**src/rtl/tpa_pkg.sv**
```systemverilog
package tpa_pkg;

    localparam int TOTAL_PAGES = 1024;
    localparam int PAGE_W      = $clog2(TOTAL_PAGES);
    localparam int CNT_W       = PAGE_W + 1;
    localparam int WORD_W      = 32;
    localparam int BIT_W       = $clog2(WORD_W);
    localparam int WORDS       = TOTAL_PAGES / WORD_W;
    localparam int WADDR_W     = PAGE_W - BIT_W;
    localparam int STATUS_W    = 3;

    localparam int APB_AW      = 3;
    localparam int APB_DW      = 32;

    localparam logic [CNT_W-1:0] KERNEL_RESET = CNT_W'(512);
    localparam logic [CNT_W-1:0] USER_RESET   = CNT_W'(512);

    // register index, taken from paddr above the byte lanes
    localparam logic REG_KERNEL = 1'b0;
    localparam logic REG_USER   = 1'b1;

    localparam logic OP_ALLOC = 1'b0;
    localparam logic OP_FREE  = 1'b1;

    typedef enum logic [STATUS_W-1:0] {
        ST_OK        = 3'd0,
        ST_NO_FIT    = 3'd1,
        ST_ZERO      = 3'd2,
        ST_OUTSIDE   = 3'd3,
        ST_NOT_ALLOC = 3'd4
    } status_t;

    typedef enum logic {
        WALK_POOL = 1'b0,
        WALK_RUN  = 1'b1
    } walk_sel_t;

    typedef struct packed {
        logic              operation;
        logic              pool_is_user;
        logic [PAGE_W-1:0] first_page;
        logic [CNT_W-1:0]  page_count;
    } in_item_t;

    typedef struct packed {
        logic [PAGE_W-1:0]   granted_page;
        logic [STATUS_W-1:0] status;
    } out_item_t;

    typedef struct packed {
        logic      accept;
        logic      init_write;
        logic      walk_start;
        walk_sel_t walk_sel;
        logic      walk_stop;
        logic      scan_eval;
        logic      write_set;
        logic      write_clear;
        logic      result_load;
        status_t   result_code;
    } ctrl_cmd_t;

    typedef struct packed {
        logic init_last;
        logic op_free;
        logic dec_zero;
        logic dec_no_fit;
        logic dec_outside;
        logic dec_range_bad;
        logic eval_valid;
        logic eval_last;
        logic scan_hit;
        logic check_bad;
        logic out_busy;
    } dp_status_t;

endpackage

```
**src/rtl/tpa_ctrl.sv**
```systemverilog
module tpa_ctrl (
    input  logic                clk,
    input  logic                rst_n,
    input  logic                in_valid,
    output logic                in_ready,
    input  tpa_pkg::dp_status_t stat,
    output tpa_pkg::ctrl_cmd_t  cmd
);

    typedef enum logic [8:0] {
        S_INIT    = 9'b000000001,
        S_IDLE    = 9'b000000010,
        S_DECODE  = 9'b000000100,
        S_SCAN    = 9'b000001000,
        S_MARK_GO = 9'b000010000,
        S_MARK    = 9'b000100000,
        S_CHECK   = 9'b001000000,
        S_CLEAR   = 9'b010000000,
        S_DONE    = 9'b100000000
    } state_t;

    state_t           state_reg, state_next;
    tpa_pkg::status_t code_reg, code_next;

    always_comb
    begin
        state_next      = state_reg;
        code_next       = code_reg;
        in_ready        = 1'b0;
        cmd             = '0;
        cmd.result_code = code_reg;
        case (state_reg)
            S_INIT:
            begin
                cmd.init_write = 1'b1;
                if (stat.init_last)
                begin
                    state_next = S_IDLE;
                end
            end
            S_IDLE:
            begin
                in_ready      = 1'b1;
                cmd.walk_stop = 1'b1;
                if (in_valid)
                begin
                    cmd.accept = 1'b1;
                    state_next = S_DECODE;
                end
            end
            S_DECODE:
            begin
                if (stat.dec_zero)
                begin
                    code_next  = tpa_pkg::ST_ZERO;
                    state_next = S_DONE;
                end
                else if (stat.op_free)
                begin
                    if (stat.dec_outside)
                    begin
                        code_next  = tpa_pkg::ST_OUTSIDE;
                        state_next = S_DONE;
                    end
                    else if (stat.dec_range_bad)
                    begin
                        code_next  = tpa_pkg::ST_NOT_ALLOC;
                        state_next = S_DONE;
                    end
                    else
                    begin
                        cmd.walk_start = 1'b1;
                        cmd.walk_sel   = tpa_pkg::WALK_RUN;
                        state_next     = S_CHECK;
                    end
                end
                else if (stat.dec_no_fit)
                begin
                    code_next  = tpa_pkg::ST_NO_FIT;
                    state_next = S_DONE;
                end
                else
                begin
                    cmd.walk_start = 1'b1;
                    cmd.walk_sel   = tpa_pkg::WALK_POOL;
                    state_next     = S_SCAN;
                end
            end
            S_SCAN:
            begin
                cmd.scan_eval = 1'b1;
                if (stat.scan_hit)
                begin
                    state_next = S_MARK_GO;
                end
                else if (stat.eval_valid && stat.eval_last)
                begin
                    code_next  = tpa_pkg::ST_NO_FIT;
                    state_next = S_DONE;
                end
            end
            S_MARK_GO:
            begin
                cmd.walk_start = 1'b1;
                cmd.walk_sel   = tpa_pkg::WALK_RUN;
                state_next     = S_MARK;
            end
            S_MARK:
            begin
                cmd.write_set = 1'b1;
                if (stat.eval_valid && stat.eval_last)
                begin
                    code_next  = tpa_pkg::ST_OK;
                    state_next = S_DONE;
                end
            end
            S_CHECK:
            begin
                if (stat.check_bad)
                begin
                    code_next  = tpa_pkg::ST_NOT_ALLOC;
                    state_next = S_DONE;
                end
                else if (stat.eval_valid && stat.eval_last)
                begin
                    cmd.walk_start = 1'b1;
                    cmd.walk_sel   = tpa_pkg::WALK_RUN;
                    state_next     = S_CLEAR;
                end
            end
            S_CLEAR:
            begin
                cmd.write_clear = 1'b1;
                if (stat.eval_valid && stat.eval_last)
                begin
                    code_next  = tpa_pkg::ST_OK;
                    state_next = S_DONE;
                end
            end
            S_DONE:
            begin
                cmd.walk_stop = 1'b1;
                if (!stat.out_busy)
                begin
                    cmd.result_load = 1'b1;
                    state_next      = S_IDLE;
                end
            end
            default:
            begin
                state_next = S_INIT;
            end
        endcase
    end

    always_ff @(posedge clk or negedge rst_n)
    begin
        if (!rst_n)
        begin
            state_reg <= S_INIT;
            code_reg  <= tpa_pkg::ST_OK;
        end
        else
        begin
            state_reg <= state_next;
            code_reg  <= code_next;
        end
    end

endmodule

```
**src/rtl/tpa_datapath.sv**
```systemverilog
module tpa_datapath (
    input  logic                                clk,
    input  logic                                rst_n,
    input  tpa_pkg::ctrl_cmd_t                  cmd,
    output tpa_pkg::dp_status_t                 stat,
    input  tpa_pkg::in_item_t                   in_data,
    input  logic [tpa_pkg::CNT_W-1:0]           kernel_cfg,
    input  logic [tpa_pkg::CNT_W-1:0]           user_cfg,
    output logic                                out_valid,
    input  logic                                out_ready,
    output tpa_pkg::out_item_t                  out_data
);

    localparam int PAGE_W  = tpa_pkg::PAGE_W;
    localparam int CNT_W   = tpa_pkg::CNT_W;
    localparam int WORD_W  = tpa_pkg::WORD_W;
    localparam int BIT_W   = tpa_pkg::BIT_W;
    localparam int WORDS   = tpa_pkg::WORDS;
    localparam int WADDR_W = tpa_pkg::WADDR_W;

    // used-bit store, one word of pages per row
    logic [WORD_W-1:0] mem [WORDS];

    tpa_pkg::in_item_t  item_reg, item_next;
    logic [CNT_W-1:0]   ks_reg, ks_next;
    logic [CNT_W-1:0]   kus_reg, kus_next;
    logic [CNT_W-1:0]   size_reg, size_next;
    logic [PAGE_W-1:0]  pool_lo_reg, pool_lo_next;
    logic [PAGE_W-1:0]  pool_hi_reg, pool_hi_next;
    logic [PAGE_W-1:0]  start_reg, start_next;
    logic [PAGE_W-1:0]  end_reg, end_next;
    logic [CNT_W-1:0]   run_reg, run_next;
    logic [WADDR_W-1:0] ptr_reg, ptr_next;
    logic [WADDR_W-1:0] last_reg, last_next;
    logic [WADDR_W-1:0] tag_reg, tag_next;
    logic               walk_active_reg, walk_active_next;
    logic               tag_valid_reg, tag_valid_next;
    logic [WORD_W-1:0]  rdata_reg;
    logic               out_valid_reg, out_valid_next;
    tpa_pkg::out_item_t out_data_reg, out_data_next;

    logic               rd_issue;
    logic               wr_en;
    logic [WORD_W-1:0]  wr_data;
    logic [WORD_W-1:0]  run_mask;
    logic [WORD_W-1:0]  pool_mask;
    logic [WORD_W-1:0]  free_bits;
    logic               lv_valid [WORD_W];
    logic [BIT_W-1:0]   lv_idx [WORD_W];
    logic [CNT_W-1:0]   run_len [WORD_W];
    logic               hit_any;
    logic [BIT_W-1:0]   hit_bit;
    logic [PAGE_W-1:0]  hit_end;
    logic [CNT_W-1:0]   hit_start_wide;
    logic [CNT_W-1:0]   acc_ks, acc_room, acc_us, acc_base, acc_size;
    logic [CNT_W-1:0]   acc_hi_wide, acc_end_wide;
    logic [CNT_W-1:0]   pool_end;
    logic [CNT_W:0]     free_end_excl;
    logic [PAGE_W-1:0]  granted;

    function automatic logic [WORD_W-1:0] range_mask(
        input logic [WADDR_W-1:0] w,
        input logic [PAGE_W-1:0]  s,
        input logic [PAGE_W-1:0]  e
    );
        logic [WORD_W-1:0] lo;
        logic [WORD_W-1:0] hi;
        lo = (w == s[PAGE_W-1:BIT_W]) ? ({WORD_W{1'b1}} << s[BIT_W-1:0]) : {WORD_W{1'b1}};
        hi = (w == e[PAGE_W-1:BIT_W]) ? ({WORD_W{1'b1}} >> (~e[BIT_W-1:0])) : {WORD_W{1'b1}};
        return lo & hi;
    endfunction

    // effective pool sizes at accept; config must stay put while busy (the block does not enforce it)
    always_comb
    begin
        acc_ks       = (kernel_cfg > CNT_W'(tpa_pkg::TOTAL_PAGES)) ?
                       CNT_W'(tpa_pkg::TOTAL_PAGES) : kernel_cfg;
        acc_room     = CNT_W'(tpa_pkg::TOTAL_PAGES) - acc_ks;
        acc_us       = (user_cfg > acc_room) ? acc_room : user_cfg;
        acc_base     = in_data.pool_is_user ? acc_ks : '0;
        acc_size     = in_data.pool_is_user ? acc_us : acc_ks;
        acc_hi_wide  = acc_base + acc_size - CNT_W'(1);
        acc_end_wide = {1'b0, in_data.first_page} + in_data.page_count - CNT_W'(1);
    end

    // decode of the held beat, walk and output status
    always_comb
    begin
        pool_end      = ({1'b0, item_reg.first_page} < ks_reg) ? ks_reg : kus_reg;
        free_end_excl = {2'b00, item_reg.first_page} + {1'b0, item_reg.page_count};
        stat.op_free       = (item_reg.operation == tpa_pkg::OP_FREE);
        stat.dec_zero      = (item_reg.page_count == '0);
        stat.dec_no_fit    = (size_reg == '0) || (item_reg.page_count > size_reg);
        stat.dec_outside   = ({1'b0, item_reg.first_page} >= kus_reg);
        stat.dec_range_bad = (free_end_excl > {1'b0, pool_end});
        stat.eval_valid    = tag_valid_reg;
        stat.eval_last     = (tag_reg == last_reg);
        stat.scan_hit      = tag_valid_reg && hit_any;
        stat.check_bad     = tag_valid_reg && ((rdata_reg & run_mask) != run_mask);
        stat.init_last     = (ptr_reg == WADDR_W'(WORDS - 1));
        stat.out_busy      = out_valid_reg && !out_ready;
    end

    // first-fit evaluation of one word: prefix search for the nearest used bit
    always_comb
    begin
        pool_mask = range_mask(tag_reg, pool_lo_reg, pool_hi_reg);
        free_bits = ~rdata_reg & pool_mask;
        for (int j = 0; j < WORD_W; j++)
        begin
            lv_valid[j] = ~free_bits[j];
            lv_idx[j]   = BIT_W'(j);
        end
        for (int k = 0; k < BIT_W; k++)
        begin
            for (int j = WORD_W - 1; j >= 0; j--)
            begin
                if (j >= (1 << k) && !lv_valid[j])
                begin
                    lv_valid[j] = lv_valid[j - (1 << k)];
                    lv_idx[j]   = lv_idx[j - (1 << k)];
                end
            end
        end
        for (int j = 0; j < WORD_W; j++)
        begin
            run_len[j] = lv_valid[j] ? (CNT_W'(j) - CNT_W'(lv_idx[j]))
                                     : (run_reg + CNT_W'(j + 1));
        end
        hit_any = 1'b0;
        hit_bit = '0;
        for (int j = WORD_W - 1; j >= 0; j--)
        begin
            if (run_len[j] >= item_reg.page_count)
            begin
                hit_any = 1'b1;
                hit_bit = BIT_W'(j);
            end
        end
        hit_end        = {tag_reg, hit_bit};
        hit_start_wide = {1'b0, hit_end} + CNT_W'(1) - item_reg.page_count;
    end

    always_comb
    begin
        run_mask        = range_mask(tag_reg, start_reg, end_reg);
        rd_issue        = walk_active_reg && !cmd.walk_start && !cmd.walk_stop;
        wr_en           = tag_valid_reg && (cmd.write_set || cmd.write_clear);
        wr_data         = cmd.write_set ? (rdata_reg | run_mask) : (rdata_reg & ~run_mask);
        granted         = ((cmd.result_code == tpa_pkg::ST_OK) &&
                           (item_reg.operation == tpa_pkg::OP_ALLOC)) ? start_reg : '0;
    end

    always_comb
    begin
        item_next        = item_reg;
        ks_next          = ks_reg;
        kus_next         = kus_reg;
        size_next        = size_reg;
        pool_lo_next     = pool_lo_reg;
        pool_hi_next     = pool_hi_reg;
        start_next       = start_reg;
        end_next         = end_reg;
        run_next         = run_reg;
        ptr_next         = ptr_reg;
        last_next        = last_reg;
        tag_next         = tag_reg;
        walk_active_next = walk_active_reg;
        tag_valid_next   = 1'b0;
        out_valid_next   = out_valid_reg;
        out_data_next    = out_data_reg;

        if (cmd.accept)
        begin
            item_next    = in_data;
            ks_next      = acc_ks;
            kus_next     = acc_ks + acc_us;
            size_next    = acc_size;
            pool_lo_next = acc_base[PAGE_W-1:0];
            pool_hi_next = acc_hi_wide[PAGE_W-1:0];
            start_next   = in_data.first_page;
            end_next     = acc_end_wide[PAGE_W-1:0];
        end

        if (cmd.init_write)
        begin
            ptr_next = ptr_reg + WADDR_W'(1);
        end
        else if (cmd.walk_start)
        begin
            walk_active_next = 1'b1;
            run_next         = '0;
            if (cmd.walk_sel == tpa_pkg::WALK_POOL)
            begin
                ptr_next  = pool_lo_reg[PAGE_W-1:BIT_W];
                last_next = pool_hi_reg[PAGE_W-1:BIT_W];
            end
            else
            begin
                ptr_next  = start_reg[PAGE_W-1:BIT_W];
                last_next = end_reg[PAGE_W-1:BIT_W];
            end
        end
        else if (cmd.walk_stop)
        begin
            walk_active_next = 1'b0;
        end
        else if (walk_active_reg)
        begin
            ptr_next         = ptr_reg + WADDR_W'(1);
            walk_active_next = (ptr_reg != last_reg);
            tag_valid_next   = 1'b1;
            tag_next         = ptr_reg;
        end

        if (cmd.scan_eval && tag_valid_reg)
        begin
            run_next = run_len[WORD_W-1];
            if (hit_any)
            begin
                start_next = hit_start_wide[PAGE_W-1:0];
                end_next   = hit_end;
            end
        end

        if (cmd.result_load)
        begin
            out_valid_next             = 1'b1;
            out_data_next.granted_page = granted;
            out_data_next.status       = cmd.result_code;
        end
        else if (out_valid_reg && out_ready)
        begin
            out_valid_next = 1'b0;
        end
    end

    always_ff @(posedge clk or negedge rst_n)
    begin
        if (!rst_n)
        begin
            ptr_reg         <= '0;
            walk_active_reg <= 1'b0;
            tag_valid_reg   <= 1'b0;
            out_valid_reg   <= 1'b0;
        end
        else
        begin
            ptr_reg         <= ptr_next;
            walk_active_reg <= walk_active_next;
            tag_valid_reg   <= tag_valid_next;
            out_valid_reg   <= out_valid_next;
        end
    end

    always_ff @(posedge clk)
    begin
        item_reg     <= item_next;
        ks_reg       <= ks_next;
        kus_reg      <= kus_next;
        size_reg     <= size_next;
        pool_lo_reg  <= pool_lo_next;
        pool_hi_reg  <= pool_hi_next;
        start_reg    <= start_next;
        end_reg      <= end_next;
        run_reg      <= run_next;
        last_reg     <= last_next;
        tag_reg      <= tag_next;
        out_data_reg <= out_data_next;
    end

    // store: one write port, one registered read port
    always_ff @(posedge clk)
    begin
        if (cmd.init_write)
        begin
            mem[ptr_reg] <= '0;
        end
        else if (wr_en)
        begin
            mem[tag_reg] <= wr_data;
        end
        if (rd_issue)
        begin
            rdata_reg <= mem[ptr_reg];
        end
    end

    assign out_valid = out_valid_reg;
    assign out_data  = out_data_reg;

`ifndef NO_ASSERTIONS
    a_no_rw_collision: assert property (@(posedge clk) disable iff (!rst_n)
        (wr_en && rd_issue) |-> (ptr_reg != tag_reg))
        else $error("read and write hit the same word");

    a_tag_in_walk: assert property (@(posedge clk) disable iff (!rst_n)
        tag_valid_reg |-> (tag_reg <= last_reg))
        else $error("evaluated word past end of walk");

    a_hit_in_pool: assert property (@(posedge clk) disable iff (!rst_n)
        (cmd.scan_eval && stat.scan_hit) |=>
        (start_reg >= pool_lo_reg && end_reg <= pool_hi_reg && end_reg >= start_reg))
        else $error("first-fit run outside pool");

    a_mark_free_only: assert property (@(posedge clk) disable iff (!rst_n)
        (cmd.write_set && tag_valid_reg) |-> ((rdata_reg & run_mask) == '0))
        else $error("marking a page that is already used");

    a_clear_used_only: assert property (@(posedge clk) disable iff (!rst_n)
        (cmd.write_clear && tag_valid_reg) |-> ((rdata_reg & run_mask) == run_mask))
        else $error("clearing a page that is not used");
`endif

endmodule

```
**src/rtl/two_pool_bitmap_page_allocator_core.sv**
```systemverilog
// Page allocator over a used-bit store of 1024 pages: kernel pool from page 0,
// user pool right after it, sizes set through the APB registers (offset 0
// kernel_page_count, offset 4 user_page_count; write only while idle).
// Input beat: allocate (pool, count) or free (first_page, count). Each input
// beat yields exactly one output beat: granted_page plus status.
// Timing: one item at a time, in_ready is high only when the sequencer idles.
//   allocate: a scan of the store words up to the first fit, then a mark pass
//   over the words the run spans; a full kernel-pool scan is 16 words.
//   free: a check pass, then a clear pass, each over the words the run spans.
//   rejected items (zero count, no room, outside, bad range) go straight to the result.
// The cost is set by the word walk over the store: one 32-page word read per
// cycle, evaluated in the following cycle through a registered read port.
// Reset: a clearing pass writes all 32 store words to zero (in_ready low);
// APB writes are taken during it. Registers reset to 512 each.
// Stall: the result sits in an output register; a new item is accepted while
// it waits, and the sequencer holds its next result until that beat leaves.
module two_pool_bitmap_page_allocator_core (
    input  logic                         clk,
    input  logic                         rst_n,
    // request channel
    input  logic                         in_valid,
    output logic                         in_ready,
    input  tpa_pkg::in_item_t            in_data,
    // result channel
    output logic                         out_valid,
    input  logic                         out_ready,
    output tpa_pkg::out_item_t           out_data,
    // configuration
    input  logic                         psel,
    input  logic                         penable,
    input  logic                         pwrite,
    input  logic [tpa_pkg::APB_AW-1:0]   paddr,
    input  logic [tpa_pkg::APB_DW-1:0]   pwdata,
    output logic [tpa_pkg::APB_DW-1:0]   prdata,
    output logic                         pready
);

    localparam int CNT_W  = tpa_pkg::CNT_W;
    localparam int APB_AW = tpa_pkg::APB_AW;
    localparam int APB_DW = tpa_pkg::APB_DW;

    logic [CNT_W-1:0] kernel_cfg_reg, kernel_cfg_next;
    logic [CNT_W-1:0] user_cfg_reg, user_cfg_next;
    logic             apb_write;
    logic             reg_index;

    tpa_pkg::ctrl_cmd_t  cmd;
    tpa_pkg::dp_status_t stat;

    // register file: index sits above the byte lanes
    assign pready    = 1'b1;
    assign apb_write = psel && penable && pwrite && pready;
    assign reg_index = paddr[APB_AW-1];

    always_comb
    begin
        kernel_cfg_next = kernel_cfg_reg;
        user_cfg_next   = user_cfg_reg;
        if (apb_write)
        begin
            if (reg_index == tpa_pkg::REG_KERNEL)
            begin
                kernel_cfg_next = pwdata[CNT_W-1:0];
            end
            else
            begin
                user_cfg_next = pwdata[CNT_W-1:0];
            end
        end
    end

    // read-back, zero-extended
    assign prdata = (reg_index == tpa_pkg::REG_USER) ?
                    {{(APB_DW-CNT_W){1'b0}}, user_cfg_reg} :
                    {{(APB_DW-CNT_W){1'b0}}, kernel_cfg_reg};

    always_ff @(posedge clk or negedge rst_n)
    begin
        if (!rst_n)
        begin
            kernel_cfg_reg <= tpa_pkg::KERNEL_RESET;
            user_cfg_reg   <= tpa_pkg::USER_RESET;
        end
        else
        begin
            kernel_cfg_reg <= kernel_cfg_next;
            user_cfg_reg   <= user_cfg_next;
        end
    end

    // sequencer: init sweep, decode, scan/mark or check/clear, result handoff
    tpa_ctrl u_ctrl (
        .clk      (clk),
        .rst_n    (rst_n),
        .in_valid (in_valid),
        .in_ready (in_ready),
        .stat     (stat),
        .cmd      (cmd)
    );

    // store, word walker, first-fit search and output register
    tpa_datapath u_datapath (
        .clk        (clk),
        .rst_n      (rst_n),
        .cmd        (cmd),
        .stat       (stat),
        .in_data    (in_data),
        .kernel_cfg (kernel_cfg_reg),
        .user_cfg   (user_cfg_reg),
        .out_valid  (out_valid),
        .out_ready  (out_ready),
        .out_data   (out_data)
    );

endmodule

```
**config.mk**
```make
export PLATFORM = sky130hd
export DESIGN_NAME = two_pool_bitmap_page_allocator_core
export DESIGN_NICKNAME = d
export VERILOG_FILES = /design/src/rtl/tpa_pkg.sv /design/src/rtl/tpa_ctrl.sv /design/src/rtl/tpa_datapath.sv /design/src/rtl/two_pool_bitmap_page_allocator_core.sv
export SDC_FILE = /design/constraint.sdc
export NUM_CORES = 2
export LEC_CHECK = 0
export BUFFER_PORTS_ARGS = -buffer_cell sky130_fd_sc_hd__buf_2
export CAP_MARGIN = 0
export CORE_MARGIN = 2
export CORE_UTILIZATION = 45
export DETAILED_ROUTE_END_ITERATION = 10
export SLEW_MARGIN = 20
export SYNTH_ARGS = -nofsm -noshare
export SYNTH_HDL_FRONTEND = slang
export SYNTH_SLANG_ARGS = --single-unit
```
**constraint.sdc**
```tcl
create_clock -name clk -period 8.95 [get_ports clk]
set_input_delay 2.2375 -clock clk [delete_from_list [all_inputs] [get_ports clk]]
set_output_delay 2.2375 -clock clk [all_outputs]
set_load 0.03 [all_outputs]
```
### After elaboration in Yosys (flattened, before gate mapping)

Memory sizes are Yosys's and may differ from the RTL's. A register that Yosys moved wholly into a read port is not among the register bits.
Cells that the tools add are included.

* output and inout port bits: 48
* word-level logic and storage cells: 688
* bits in writable memories: 1024
* bits in latches: 0
* register bits after elaboration: 171
* bits in read-only memories: 0
* memories kept: 1
* bits of input ports: 65

Memory list
* u_datapath.mem: depth 32, bits a word 32, read ports 1, clocked after Yosys merged registers in 1, wr ports 1, RTL line tpa_datapath.sv:22 `logic [WORD_W-1:0] mem [WORDS];`

* bitwise gates (word level): 47
* $add $sub $neg: 73
* multiply operators: 0
* muxes and demuxes: 438
* shifts and indexed selects: 4
* reduce and logical (&&, ||, !) cells: 35
* divide/modulo/power cells: 0
* equal/unequal tests: 29
* $lt $le $gt $ge: 38

Operators by type and width (number)
* $mux 5: 134
* $mux 11: 40
* $ge 11x11->1: 32
* $mux 1: 202
* $mux 32: 6
* $add 11x5->11 const B: 16
* $and 32x32->32: 5
* $mux 9: 12
* $sub 5x5->6 const A: 16
* $add 11x4->11 const B: 8
* $pmux 9 s8: 1
* $mux 10: 7
* $not 32->32: 2
* $shl 32x5->32 const A: 2
* $shr 32x5->32 const A: 2
* $sub 4x5->6 const A: 8
* $mux 3: 15
* $add 11x3->11 const B: 4
* $not 1->1: 37
* $mux 2: 16
* $ne 32x32->1: 1
* $or 32x32->32: 1
* $reduce_or 32->1: 1
* $eq 5x5->1: 5
* 51 further kinds: 91

### Depth between registers and ports, before layout

* word-level depth: 50
* gate-level depth with buffers: 44
* depth with buffers taken out: 40

### Modules after synthesis

A second synthesis with hierarchy kept.

* cell total of the unflattened synthesis: 5450
* area total of the unflattened synthesis: 69844.5 µm²

Modules (own cells, without submodules)
* tpa_datapath: area each 67736.2 µm², cells each 5269, sequential area each 35584.1 µm², instances 1
* two_pool_bitmap_page_allocator_core: area each 1236.2 µm², cells each 84, sequential area each 553.0 µm², instances 1
* tpa_ctrl: area each 872.1 µm², cells each 97, sequential area each 301.5 µm², instances 1

### Worst setup path before layout

No wires, ideal clock.

* kind: flip-flop to flip-flop
* start: register u_datapath.tag_reg[2]
* end: register u_datapath.start_reg[9]
* library setup time: 0.129 ns
* setup slack: 1.438 ns
* path buffers: 4
* data arrival time: 7.384 ns
* period minus slack after synthesis: 7.512 ns
* required time: 8.821 ns
* cell stages (with the launch flop): 41
* cell sequence: edfxtp_1 > buf_4 > xnor2_1 > and3_1 > buf_6 > and2_4 > buf_6 > buf_6 > a221o_1 > nor2_1 > inv_2 > a21oi_4 > o211ai_1 > a31oi_1 > inv_1 > ha_1 > or3_1 > o211ai_1 > (+5 left out) > o21ai_0 > a221oi_1 > nor4bb_1 > nand2_1 > a311o_1 > and3_1 > ha_1 > ha_1 > nor2b_1 > o21ai_0 > nand2b_1 > a21oi_1 > o21bai_1 > a21o_1 > a21oi_1 > xnor2_1 > nand2_1 > o21ai_0

* longest elaborated chain between the ends: 49
* elaborated cells on any way between the ends: 459
* those cells by class: add/sub: 33; order compare: 32; eq/ne: 2; mux: 358; bitwise: 34

Ends and longest elaborated chain
* from (decl): RTL line tpa_datapath.sv:35 `logic [WADDR_W-1:0] tag_reg, tag_next;`
* from (signal assigned): RTL line tpa_datapath.sv:268 `tag_reg <= tag_next;`
* $eq 5x5->1, on equally long branches: RTL line tpa_datapath.sv:68, tpa_datapath.sv:69
* $mux 32, on equally long branches: RTL line tpa_datapath.sv:68, tpa_datapath.sv:69
* $and 32x32->32: RTL line tpa_datapath.sv:70 `return lo & hi;`
* $and 32x32->32: RTL line tpa_datapath.sv:108 `free_bits = ~rdata_reg & pool_mask;`
* $not 1->1: RTL line tpa_datapath.sv:111 `lv_valid[j] = ~free_bits[j];`
* $mux 1: RTL line tpa_datapath.sv:118 `if (j >= (1 << k) && !lv_valid[j])`
* $mux 5 (tied with other cells): RTL line tpa_datapath.sv:118
* $mux 5 / $mux 1 (equally long branches) (2 in a row): RTL line tpa_datapath.sv:118
* (+2 left out)
* $mux 11: RTL line tpa_datapath.sv:127 `run_len[j] = lv_valid[j] ? (CNT_W'(j) - CNT_W'(lv_idx[j]))`
* $ge 11x11->1: RTL line tpa_datapath.sv:134 `if (run_len[j] >= item_reg.page_count)`
* $mux 5 (32 in a row): RTL line tpa_datapath.sv:134
* $add 10x1->10: RTL line tpa_datapath.sv:141 `hit_start_wide = {1'b0, hit_end} + CNT_W'(1) - item_reg.page_count;`
* $sub 10x10->10: RTL line tpa_datapath.sv:141
* $mux 10 (*): RTL line tpa_datapath.sv:219 `if (hit_any)`
* $mux 10 (*): RTL line tpa_datapath.sv:216 `if (cmd.scan_eval && tag_valid_reg)`
* named net u_datapath.start_next[9]: RTL line tpa_datapath.sv:30 `logic [PAGE_W-1:0] start_reg, start_next;`
* to (signal assigned): RTL line tpa_datapath.sv:264 `start_reg <= start_next;`
* to (decl): RTL line tpa_datapath.sv:30

The timed path passes the listed nets; every way through them passes the cells marked *.
A chain may end at the register's enable or synchronous reset.

### Final worst setup path

* start: register u_datapath.pool_lo_reg[3]
* end: register u_datapath.start_reg[9]

* longest elaborated chain between the ends: 49
* elaborated cells on any way between the ends: 457
* those cells by class: add/sub: 33; order compare: 32; shift: 1; mux: 357; bitwise: 34

Ends and longest elaborated chain
* from (decl): RTL line tpa_datapath.sv:28 `logic [PAGE_W-1:0] pool_lo_reg, pool_lo_next;`
* from (signal assigned): RTL line tpa_datapath.sv:262 `pool_lo_reg <= pool_lo_next;`
* $shl 32x5->32 (*): RTL line tpa_datapath.sv:68 `lo = (w == s[PAGE_W-1:BIT_W]) ? ({WORD_W{1'b1}} << s[BIT_W-1:0]) : {WORD_W{1'b1}};`
* $mux 32 (*): RTL line tpa_datapath.sv:68
* $and 32x32->32 (*): RTL line tpa_datapath.sv:70
* $and 32x32->32 (*): RTL line tpa_datapath.sv:108
* $not 1->1: RTL line tpa_datapath.sv:111
* $mux 1: RTL line tpa_datapath.sv:118
* $mux 5 (tied with other cells): RTL line tpa_datapath.sv:118
* $mux 5 / $mux 1 (equally long branches) (2 in a row): RTL line tpa_datapath.sv:118
* (+2 left out)
* $mux 11: RTL line tpa_datapath.sv:127
* $ge 11x11->1: RTL line tpa_datapath.sv:134
* $mux 5 (32 in a row): RTL line tpa_datapath.sv:134
* $add 10x1->10: RTL line tpa_datapath.sv:141
* $sub 10x10->10: RTL line tpa_datapath.sv:141
* $mux 10 (*): RTL line tpa_datapath.sv:219
* $mux 10 (*): RTL line tpa_datapath.sv:216
* named net u_datapath.start_next[9]: RTL line tpa_datapath.sv:30

Marks and branches as above.

==> impl_metrics.ini <==
[place]
pre_cts_slack_ns = 0.1501
port_buffers = 67
place_congestion = 1.028
hpwl_um = 142400

[power]
combPwrFrac_pct = 53.1
internal_power_mw = 15.92
power_leakage_nw = 26.50
p_sw_mw = 11.49
pwr-share-seq_pct = 28.5
switching_share_pct = 41.93
power-per-cell-area_nw_per_um2 = 351.0
pwr-share-clk_pct = 18.4
ir_drop_v = 0.0002416

[die]
die_w_um = 397.9
dieArea_sq_um = 158300
start_util_pct = 45.32
io_pins = 113
core-area_sq_um = 154000
rows = 144
die_y_um = 397.9

[setup_path]
end_kind = register
cp_slowest_stage_delay_ns = 0.68
worst_setup_path_start_kind = register
rr_worst_depth = 38
crit_arrival_ns = 9.08
path_max_fanout = 19
critPathSlowestCell = edfxtp_1
critical_path_class = register to register
critPathRequiredTime_ns = 9.56

[global_route]
grt_max_degree = 113
antenna_found_initial = 7
globalRouteOverflowTotal = 0
grt.total_usage_pct = 27.19
grt_pass1_wl_um = 316100
grt_pass1_vias = 46260

[timing]
worst_slew_pin_slew_ns = 1.094
skew_ns = 0.07878
setup-tns-final_ns = 0
max_freq_ghz = 0.1180
slew_headroom_pct = 27.09
finalSetupViolations = 0
rsz0062_at_grt = false
hold_viol = 0
fin_crit_sh_pct = 94.68
period_needed_ns = 8.474
finalWorstSetupSlack_ns = 0.4759
slew_viol_final = 0

[yosys]
syn_inst = 5406
ys.warnings.count = 0
synth_edf_count = 1165
synth-async-reset-ratio_pct = 3.423
synth_cell_types = 113
ys_seq_area_share_pct = 52.20
syn_area_sq_um = 69810
synth_area_leaders = edfxtp_1 50%, mux4_2 10%, ha_1 9.4%, nor2_1 3.0%, xnor2_1 2.5%
synth_flop_cell = edfxtp_1
synth_top_area_share_pct = 50.11
yosysTopAreaCell = edfxtp_1
synth.ff_latch_count = 1227
synth_area_per_cell_sq_um = 12.91

[cells_and_area]
final_nets = 6213
drive_gt1_share_pct = 18.85
fillers = 13270
area_delta_synth_final_pct = 11.89
largest_reg_flops = 1024

[routing]
drcViolationCount = 0
drtIter0Drc = 4714
vias = 47400
ant_nets = 0
totalWireLength_um = 216200
viasPerCell = 6.105
drt_first_pass_iters = 5
detail_route.wl_per_cell_um = 27.84

[clocking]
numCtsBuffers = 121
cts_buffer_depth = 3
root_buffer = clkbuf_16
cts_tree = done
cts.sinks = 1227
path_clk_slew_ns = 0.06
htreeDepth = 3
insertion_delay_ns = 0.77
ctsHoldBuffers = 0

[min_path]
hold_depth = 0
holdCritPathClass = register to register

[flow_run]
cap_violations = 0

[run_status]
status = completed
## metrics by stage
step / hold slack [ns] / instances / util (%) / total power, mW / area [sq um]
after CTS: 0.5214 / 7754 / 50.55 / 27.27 / 77870
after detailed placement: 0.5098 / 7532 / 48.02 / 22.17 / 73970
final: 0.5231 / 7764 / 50.70 / 27.42 / 78110
after floorplan: 0.4231 / 5426 / - / 16.88 / 69880
after global placement: 0.5076 / 7532 / 48.02 / 22.03 / 73970
after global routing: 0.5363 / 7763 / 50.70 / 29.04 / 78100
## critical path, delay by kind of cell (launching register included)
kind / cells / cell delay (ns)
adder cells (fa/ha/maj): 5 / 1.36
AND/OR/NAND/NOR: 6 / 1.15
XOR/XNOR: 1 / 0.13
flip-flops: 1 / 0.68
AO/OA/AOI/OAI: 22 / 4.66
buffers and inverters: 4 / 0.38
## timing repair
| item | 4_1_cts | 5_1_grt |
|---|---|---|
| hold endpoints to repair | 0 | 0 |
| setup endpoints to repair | 0 | 5 |
| setup buffers | 0 | 7 |
| resized for setup | 0 | 12 |
## per-layer routing
layer	wire length (um)	vias to the layer above	global-route usage, %	part of all wire, %
li1	-	21030	-	-
met5	10	-	0	0.0046
met1	90890	24070	37.69	42
met2	100600	1874	43.47	47
met4	9488	2	10.65	4.4
met3	15220	427	3.702	7.0
## cells by family (layout without fill, tap and decap cells)
| group | after synthesis | in the layout | share of synthesized area (%) |
|---|---|---|---|
| other | 2 | 23 | 0.01076 |
| AOI/OAI and AO/OA | 988 | 988 | 9.317 |
| adders and majority gates | 528 | 528 | 9.517 |
| and+or+nand+nor | 1405 | 1405 | 9.618 |
| buffers and inverters | 476 | 769 | 2.796 |
| xor gates and xnor gates | 314 | 314 | 3.972 |
| muxes | 466 | 466 | 12.57 |
| DFF | 1227 | 1227 | 52.20 |
## power by group through the flow
stage,Clock [mW],Sequential (mW),Combinational [mW]
final,5.04,7.82,14.6
after global routing,5.34,7.89,15.8
after CTS,5.13,7.81,14.3
after detailed placement,0,7.93,14.2
after global placement,0,7.89,14.1
after floorplan,0,7.42,9.46
## cell usage after synthesis (32+ instances only)
library cell and instances:
nor3_1 55, clkbuf_1 184, nor2b_1 96, and2_1 32, mux2_2 84, mux4_2 320
xor2_1 113, nand2_1 316, inv_1 209, dfrtp_1 39, o21ai_0 211, nand4_1 52
a21oi_1 282, a211oi_1 33, mux2i_1 60, xnor2_1 198, edfxtp_1 1165, a21o_1 100
nand2b_1 58, ha_1 523, a31oi_1 38, nand3_1 78, nor2_1 553, o21a_1 49
## cell type report
| type | count | area [sq um] | share of cell area [%] |
|---|---|---|---|
| multi-input combinational | 3723 | 31960 | 40.92 |
| clock buffer | 143 | 3142 | 4.022 |
| inverter | 215 | 807.0 | 1.033 |
| antenna | 1 | 2.502 | 0.003204 |
| sequential | 1227 | 36460 | 46.67 |
| clock inverter | 79 | 757.0 | 0.9691 |
| tap | 2044 | 2557 | 3.274 |
| timing repair buffer | 332 | 2426 | 3.106 |
## worst paths after layout
path	start	end	slack [ns]
max	u_datapath.pool_lo_reg[3]	u_datapath.start_reg[9]	0.48
min in group asynchronous	rst_n	kernel_cfg_reg[0]	1.50
max in group asynchronous	rst_n	u_datapath.ptr_reg[3]	6.97
min reg2reg	u_ctrl.code_reg[2]	u_datapath.out_data[2]	0.52
min	u_ctrl.code_reg[2]	u_datapath.out_data[2]	0.52
max reg2reg	u_datapath.pool_lo_reg[3]	u_datapath.start_reg[9]	0.48
## placed cells by master (no fill, tap or decap), drive strengths merged, types with 39 or more instances in the layout
| master | instances |
|---|---|
| o21a | 50 |
| mux2i | 60 |
| inv | 221 |
| clkbuf | 143 |
| nand4 | 53 |
| xor2 | 116 |
| nand2b | 59 |
| xnor2 | 198 |
| ha | 523 |
| nor2 | 559 |
| a21o | 100 |
| edfxtp | 1165 |
| dfrtp | 39 |
| mux4 | 320 |
| mux2 | 86 |
| nor2b | 96 |
| nand2 | 318 |
| buf | 332 |
| o21ai | 222 |
| clkinv | 53 |
| nand3 | 83 |
| nor3 | 65 |
| a21oi | 286 |
Power figures use the tool's default switching activity.
